File: config.mk
export PLATFORM = sky130hd
export DESIGN_NAME = cnf_formula_evaluator
export DESIGN_NICKNAME = d
export VERILOG_FILES = /design/src/hdl/cnf_pkg.sv /design/src/hdl/cnf_clause_cell.sv /design/src/hdl/cnf_clause_eval.sv /design/src/hdl/cnf_formula_evaluator.sv
export SDC_FILE = /design/constraint.sdc
export NUM_CORES = 2
export LEC_CHECK = 0
export ABC_AREA = 0
export BUFFER_PORTS_ARGS = -buffer_cell sky130_fd_sc_hd__buf_2
export CAP_MARGIN = 0
export CELL_PAD_IN_SITES_DETAIL_PLACEMENT = 0
export CELL_PAD_IN_SITES_GLOBAL_PLACEMENT = 2
export CORE_UTILIZATION = 46
export CTS_CLUSTER_DIAMETER = 150
export DETAILED_ROUTE_END_ITERATION = 10
export GPL_ROUTABILITY_DRIVEN = 0
export PLACE_DENSITY_LB_ADDON = 0.3
export SYNTH_ARGS = -nofsm -noshare
export SYNTH_HDL_FRONTEND = slang
export SYNTH_SLANG_ARGS = --single-unit
File: constraint.sdc
create_clock -name aclk -period 5.7 [get_ports aclk]
set_clock_uncertainty 0.15 [all_clocks]
set_input_delay 1.14 -clock aclk [delete_from_list [all_inputs] [get_ports aclk]]
set_output_delay 1.14 -clock aclk [all_outputs]
set_load 0.05 [all_outputs]
File: src/hdl/cnf_pkg.sv
// Shared types, constants and the clause test for the CNF formula evaluator.
package cnf_pkg;

    localparam int SLOTS_PER_CLAUSE = 3;
    localparam int MAX_CLAUSES      = 64;
    localparam int MAX_ATOMS        = 64;

    localparam int ATOM_W   = 6;
    localparam int CIDX_W   = 6;
    localparam int SIDX_W   = 3;
    localparam int CFG_W    = 7;
    localparam int COUNT_W  = 7;
    localparam int MASK_W   = 64;
    localparam int SLOT_W   = (SLOTS_PER_CLAUSE > 1) ? $clog2(SLOTS_PER_CLAUSE) : 1;
    localparam int STEP_W   = (MAX_CLAUSES > 1) ? $clog2(MAX_CLAUSES) : 1;

    typedef enum logic {
        REQ_LOAD = 1'b0,
        REQ_EVAL = 1'b1
    } req_t;

    typedef struct packed {
        logic              present;
        logic              negated;
        logic [ATOM_W-1:0] atom;
    } slot_t;

    typedef slot_t [SLOTS_PER_CLAUSE-1:0] clause_t;

    typedef struct packed {
        logic clear;
        logic step;
        logic in_use;
    } eval_ctrl_t;

    // OR of the literals in slot order, stopping at the first empty slot
    function automatic logic clause_holds(clause_t cl, logic [MASK_W-1:0] asg);
        logic value;
        logic alive;
        value = 1'b0;
        alive = 1'b1;
        for (int s = 0; s < SLOTS_PER_CLAUSE; s++) begin
            if (!cl[s].present) begin
                alive = 1'b0;
            end
            if (alive) begin
                value = value | (asg[cl[s].atom] ^ cl[s].negated);
            end
        end
        return value;
    endfunction

endpackage

File: src/hdl/cnf_clause_cell.sv
// One clause cell of the rotating clause ring.
module cnf_clause_cell (
    input  logic                          aclk,
    input  logic                          aresetn,
    input  logic                          shift_en,
    input  cnf_pkg::clause_t              shift_in,
    input  logic                          load_en,
    input  logic [cnf_pkg::SLOT_W-1:0]    load_slot,
    input  cnf_pkg::slot_t                load_entry,
    output cnf_pkg::clause_t              clause_q
);

    cnf_pkg::clause_t clause_reg;
    cnf_pkg::clause_t clause_next;

    always_comb begin
        clause_next = clause_reg;
        if (shift_en) begin
            clause_next = shift_in;
        end else if (load_en) begin
            clause_next[load_slot] = load_entry;
        end
    end

    // present flags are reset: all slots empty
    always_ff @(posedge aclk) begin
        for (int s = 0; s < cnf_pkg::SLOTS_PER_CLAUSE; s++) begin
            if (!aresetn) begin
                clause_reg[s].present <= 1'b0;
            end else begin
                clause_reg[s].present <= clause_next[s].present;
            end
            clause_reg[s].negated <= clause_next[s].negated;
            clause_reg[s].atom    <= clause_next[s].atom;
        end
    end

    assign clause_q = clause_reg;

endmodule

File: src/hdl/cnf_clause_eval.sv
// Ring-head evaluator: tests one clause per step cycle; accumulates mask and count.
module cnf_clause_eval (
    input  logic                           aclk,
    input  cnf_pkg::eval_ctrl_t            ctrl,
    input  cnf_pkg::clause_t               clause_in,
    input  logic [cnf_pkg::MASK_W-1:0]     assignment,
    output logic [cnf_pkg::MASK_W-1:0]     mask,
    output logic [cnf_pkg::COUNT_W-1:0]    count
);

    logic [cnf_pkg::MASK_W-1:0]  mask_reg;
    logic [cnf_pkg::MASK_W-1:0]  mask_next;
    logic [cnf_pkg::COUNT_W-1:0] count_reg;
    logic [cnf_pkg::COUNT_W-1:0] count_next;
    logic                        is_false;

    assign is_false = ctrl.in_use & ~cnf_pkg::clause_holds(clause_in, assignment);

    always_comb begin
        mask_next  = mask_reg;
        count_next = count_reg;
        if (ctrl.clear) begin
            mask_next  = '0;
            count_next = '0;
        end else if (ctrl.step) begin
            // clause k arrives at step k; after the last step bit k sits at position k
            mask_next  = {is_false, mask_reg[cnf_pkg::MASK_W-1:1]};
            count_next = count_reg + cnf_pkg::COUNT_W'(is_false);
        end
    end

    always_ff @(posedge aclk) begin
        mask_reg  <= mask_next;
        count_reg <= count_next;
    end

    assign mask  = mask_reg;
    assign count = count_reg;

endmodule

File: src/hdl/cnf_formula_evaluator.sv
// Top level of the CNF formula evaluator: clause ring, evaluator and handshake control.
//
//  channel  direction  handshake            payload
//  s_       in         s_valid / s_ready    request type, load fields, assignment
//  m_       out        m_valid / m_ready    satisfied, false clause mask and count
//  cfg      in         cfg_we               cfg_wdata -> clause count
//
// A load beat writes one slot of one clause. An evaluate beat rotates the 64-clause ring
// once past the evaluator, one clause per cycle, then loads the output register when free.
// s_ready is low while an evaluation runs and while its result waits for a busy output
// register; a held result alone does not block new beats.
// Reset (aresetn low, synchronous) empties every slot and sets the clause count to zero.
module cnf_formula_evaluator (
    input  logic                            aclk,
    input  logic                            aresetn,

    input  logic                            cfg_we,
    input  logic [cnf_pkg::CFG_W-1:0]       cfg_wdata,

    input  logic                            s_valid,
    output logic                            s_ready,
    input  logic                            s_req_type,
    input  logic [cnf_pkg::CIDX_W-1:0]      s_clause_index,
    input  logic [cnf_pkg::SIDX_W-1:0]      s_slot_index,
    input  logic [cnf_pkg::ATOM_W-1:0]      s_literal_atom,
    input  logic                            s_literal_negated,
    input  logic                            s_literal_present,
    input  logic [cnf_pkg::MASK_W-1:0]      s_assignment,

    output logic                            m_valid,
    input  logic                            m_ready,
    output logic                            m_satisfied,
    output logic [cnf_pkg::MASK_W-1:0]      m_false_clause_mask,
    output logic [cnf_pkg::COUNT_W-1:0]     m_false_clause_count
);

    typedef enum logic [1:0] {
        ST_IDLE,
        ST_EVAL,
        ST_FLUSH
    } state_t;

    state_t                        state_reg, state_next;
    logic [cnf_pkg::STEP_W-1:0]    step_reg, step_next;
    logic [cnf_pkg::CFG_W-1:0]     clause_count_reg;
    logic [cnf_pkg::MASK_W-1:0]    assign_reg;
    logic                          m_valid_reg, m_valid_next;
    logic                          m_sat_reg;
    logic [cnf_pkg::MASK_W-1:0]    m_mask_reg;
    logic [cnf_pkg::COUNT_W-1:0]   m_count_reg;

    logic                          accept;
    logic                          load_hit;
    logic                          eval_start;
    logic                          out_free;
    logic                          shift_en;
    logic [cnf_pkg::CFG_W-1:0]     n_eff;
    cnf_pkg::slot_t                load_entry;
    cnf_pkg::eval_ctrl_t           ctrl;
    cnf_pkg::clause_t              cell_q [cnf_pkg::MAX_CLAUSES];
    logic [cnf_pkg::MASK_W-1:0]    acc_mask;
    logic [cnf_pkg::COUNT_W-1:0]   acc_count;

    assign s_ready    = (state_reg == ST_IDLE);
    assign accept     = s_valid & s_ready;
    assign eval_start = accept & (s_req_type == cnf_pkg::REQ_EVAL);
    assign load_hit   = accept & (s_req_type == cnf_pkg::REQ_LOAD)
                      & (cnf_pkg::CFG_W'(s_clause_index) < cnf_pkg::CFG_W'(cnf_pkg::MAX_CLAUSES))
                      & (4'(s_slot_index) < 4'(cnf_pkg::SLOTS_PER_CLAUSE));
    assign shift_en   = (state_reg == ST_EVAL);
    assign out_free   = ~m_valid_reg | m_ready;

    assign load_entry.present = s_literal_present;
    assign load_entry.negated = s_literal_negated;
    assign load_entry.atom    = s_literal_atom;

    assign n_eff = (clause_count_reg > cnf_pkg::CFG_W'(cnf_pkg::MAX_CLAUSES))
                 ? cnf_pkg::CFG_W'(cnf_pkg::MAX_CLAUSES) : clause_count_reg;

    assign ctrl.clear  = eval_start;
    assign ctrl.step   = shift_en;
    assign ctrl.in_use = (cnf_pkg::CFG_W'(step_reg) < n_eff);

    // ring: each cell takes its upper neighbor; cell 0 feeds the evaluator
    for (genvar i = 0; i < cnf_pkg::MAX_CLAUSES; i++) begin : g_cell
        cnf_clause_cell u_cell (
            .aclk       (aclk),
            .aresetn    (aresetn),
            .shift_en   (shift_en),
            .shift_in   (cell_q[(i + 1) % cnf_pkg::MAX_CLAUSES]),
            .load_en    (load_hit & (s_clause_index == cnf_pkg::CIDX_W'(i))),
            .load_slot  (s_slot_index[cnf_pkg::SLOT_W-1:0]),
            .load_entry (load_entry),
            .clause_q   (cell_q[i])
        );
    end

    cnf_clause_eval u_eval (
        .aclk       (aclk),
        .ctrl       (ctrl),
        .clause_in  (cell_q[0]),
        .assignment (assign_reg),
        .mask       (acc_mask),
        .count      (acc_count)
    );

    always_ff @(posedge aclk) begin
        if (!aresetn) begin
            clause_count_reg <= '0;
        end else if (cfg_we) begin
            clause_count_reg <= cfg_wdata;
        end
        if (eval_start) begin
            assign_reg <= s_assignment;
        end
    end

    always_comb begin
        state_next   = state_reg;
        step_next    = step_reg;
        m_valid_next = m_valid_reg & ~m_ready;
        case (state_reg)
            ST_IDLE: begin
                step_next = '0;
                if (eval_start) begin
                    state_next = ST_EVAL;
                end
            end
            ST_EVAL: begin
                step_next = step_reg + 1'b1;
                if (step_reg == cnf_pkg::STEP_W'(cnf_pkg::MAX_CLAUSES - 1)) begin
                    state_next = ST_FLUSH;
                end
            end
            ST_FLUSH: begin
                if (out_free) begin
                    m_valid_next = 1'b1;
                    state_next   = ST_IDLE;
                end
            end
            default: begin
                state_next = ST_IDLE;
            end
        endcase
    end

    always_ff @(posedge aclk) begin
        if (!aresetn) begin
            state_reg   <= ST_IDLE;
            step_reg    <= '0;
            m_valid_reg <= 1'b0;
        end else begin
            state_reg   <= state_next;
            step_reg    <= step_next;
            m_valid_reg <= m_valid_next;
        end
        if (state_reg == ST_FLUSH && out_free) begin
            m_sat_reg   <= (acc_count == '0);
            m_mask_reg  <= acc_mask;
            m_count_reg <= acc_count;
        end
    end

    assign m_valid              = m_valid_reg;
    assign m_satisfied          = m_sat_reg;
    assign m_false_clause_mask  = m_mask_reg;
    assign m_false_clause_count = m_count_reg;

endmodule
==> out/results.ini <==
[hold_path]
min_path_type=flop to flop

[clocking]
cts-resized-gates=0
numCtsBuffers=180
htreeDepth=4
cts.reportedPaths.clkPinSlew_ns=0.06
cts_setup_buffers=0
holdBufCountCts=0
worstSkewPairLatency_ns=0.78
ctsRootBufferMaster=clkbuf_16
cts_sinks=1759
ctsLongestPathBuffers=3
cts_tree=done

[sta]
worst_pin_slew_ns=1.20
maxSlewHeadroom_pct=20.2
period_needed_ns=4.21
fmax_mhz=238
finalSetupTns_ns=0
hold_viol=0
rsz0062_at_grt=false
holdWs_ns=0.280
fin_crit_sh_pct=73.8
slew_violations=0
setup_viol=0

[power_and_ir_drop]
seq_power_share_pct=52.3
p_leak_nw=37.6
p_comb_share_pct=6.5
switching_share_pct=22.2
vdd_ir_drop_max_mv=0.303
internal_power_w=0.0217
total_power_w=0.0279
power_frac_clock_pct=41.2
power_switching_w=0.00619
power_density_nw_per_um2=357

[global_routing]
grt_pass1_vias=38600
antenna_found_initial=5
met2_usage_pct=31.6
grt.met1_usage_pct=28.7
grt.overflow.total=0
grt_pass1_wl_um=239000
grt_max_degree=241
grt-busiest-layer=met2
grt_use_met3_pct=3.57
grt_usage_pct=20.0

[synthesis]
synth_top_family_by_area=compound AO/OA/AOI/OAI gates
yosysUniqueCellTypes=54
synthArstFlopShare_pct=0
syn_area_um2=70100
ys_ff_latch=1759
syn-instance-count=4880
ys_top_cells_by_count=edfxtp_1 (1480), a21o_1 (1345), clkbuf_1 (341)
synth.top_cell.area_share_pct=63.4
yosysMostFrequentCell=edfxtp_1
syn_nets=4982
yosys.area_share.simple_pct=4.07
yosys_warnings=0
synth-edff-count=1480
synthXorXnorAreaFrac_pct=0.0750
synth.avg_cell_area_um2=14.4
ys.flop_type=edfxtp_1
yosys.area.top_type=edfxtp_1
synthTopCellsByArea=edfxtp_1 (63%), a21o_1 (14%), dfxtp_1 (8.0%), o211a_1 (2.7%), a21oi_1 (2.3%)
yosys.area_share.adder_pct=0.143
synthMuxAreaShare_pct=1.93
synth_compound_area_share_pct=19.9
yosysSeqAreaShare_pct=71.4

[die]
fp-row-count=142
die_x_um=392
ioPinCount=168
die_y_um=392
initial_core_util_pct=46.6
coreArea_um2=150000
dieArea_um2=154000

[critical_path]
critPathLaunchType=flop
cp.arrival_ns=4.76
max_stage_delay_ns=1.05
critPathRequiredTime_ns=6.26
crit_path_cell_trace=mux4_2, mux2i_1, o22ai_1, nor3_1, mux2i_1, nand3_1, a211oi_1, ha_1, ha_1, nand4_1, or3_1, a21oi_1
path_max_fanout=17
endpoint_kind=flop
path_class=flop to flop
slowest_stage=edfxtp_1

[place]
placed_area_um2=72400
hpwl_um=95300
port_buffers=167
placed_cells=6692

[routing]
route.detailed.drc=0
wirelength_um=154000
drt-wirelength-per-cell_um=22.0
num_vias=39500
first_iter_violations=3516
drt_first_pass_iters=6
antenna_left=0
vias_per_cell=5.62

[flow_run]
drv_cap=0

[layout]
drive_gt1_share_pct=11.4
largest_reg_flops=1536
area_growth_pct=11.6
instances_no_fill=7028
design_area_um2=78200
fin_nets=4960

[outcome]
status=finished, final reports clean

## final timing paths
path                                           start                          endpoint  slack (ns)  cells past startpoint
max reg2reg  g_cell[0].u_cell.clause_q[16]$_DFFE_PP_      u_eval.count[6]$_SDFFE_PP0P_        1.49                     12
min                      u_eval.mask[0]$_SDFFE_PP0P_  m_false_clause_mask[0]$_DFFE_PP_        0.28                      0
max          g_cell[0].u_cell.clause_q[16]$_DFFE_PP_      u_eval.count[6]$_SDFFE_PP0P_        1.49                     12
min reg2reg              u_eval.mask[0]$_SDFFE_PP0P_  m_false_clause_mask[0]$_DFFE_PP_        0.28                      0
## kinds of logic (layout without fill, tap and decap cells)
| logic type | Yosys count | after routing |
|---|---|---|
| AOI/OAI and AO/OA | 1905 | 1905 |
| buffers and inverters | 443 | 571 |
| muxes | 76 | 76 |
| xor gates and xnor gates | 6 | 6 |
| other | 0 | 4 |
| and+or+nand+nor | 683 | 683 |
| DFF | 1759 | 1759 |
| adders and majority gates | 8 | 8 |
## routing by layer
metal / share of wire, % / vias up
met5: 0.019 / -
met4: 1.9 / 6
met3: 5.1 / 216
met2: 47 / 944
met1: 46 / 20000
li1: - / 18300
## layout make-up
type	instances	area (um2)
fillers	12600	72300
flip-flops and latches	1759	50000
multi-input cells	2678	18400
clock buffers	256	5100
well taps	2016	2520
repair buffers	236	1450
clock inverters	76	676
inverters	3	11.3
diodes	4	10.0
## cells in the final DEF (no fill, tap or decap), types with 6 or more instances in the layout
master	netlist	routed
a21o_1	1345	1345
a21oi_1	317	315
a22oi_1	6	6
a31oi_1	6	6
and2_2	0	14
and3_2	0	8
buf_12	1	7
buf_2	12	166
buf_4	4	62
bufinv_16	0	9
clkbuf_1	341	51
clkbuf_16	0	185
clkbuf_8	0	21
clkinv_1	0	24
clkinv_2	0	25
dfxtp_1	279	279
edfxtp_1	1480	1480
ha_1	8	8
inv_6	0	7
mux2i_1	27	27
mux4_1	7	7
mux4_2	38	38
nand2_1	333	333
nand2b_1	19	18
nand3_1	15	15
nor2_1	226	225
nor2b_1	23	21
nor3_1	18	17
o211a_1	189	189
o21ai_0	12	12
## critical path: cells and delay by family (launching register included)
kind,cells,cell delay [ns]
AOI/OAI and AO/OA,3,0.52
and+or+nand+nor,4,0.99
adders and majority gates,2,0.36
muxes,3,1.05
DFF,1,1.05
## power by group through the flow
stage | clock [W] | combinational (W) | sequential [W]
after floorplan | 0 | 0.00129 | 0.0148
after global placement | 0 | 0.00178 | 0.0149
after detailed placement | 0 | 0.00180 | 0.0149
after CTS | 0.0118 | 0.00183 | 0.0146
after global routing | 0.0123 | 0.00198 | 0.0146
final | 0.0115 | 0.00180 | 0.0146
## per-stage QoR
| step | util (%) | worst slack [ns] |
|---|---|---|
| after floorplan | - | 0.569 |
| after global placement | 48.1 | 1.28 |
| after detailed placement | 48.1 | 1.20 |
| after CTS | 52.0 | 1.37 |
| after global routing | 52.0 | 1.12 |
| final | 52.0 | 1.49 |
No activity file was read; power rests on OpenSTA's default activity.
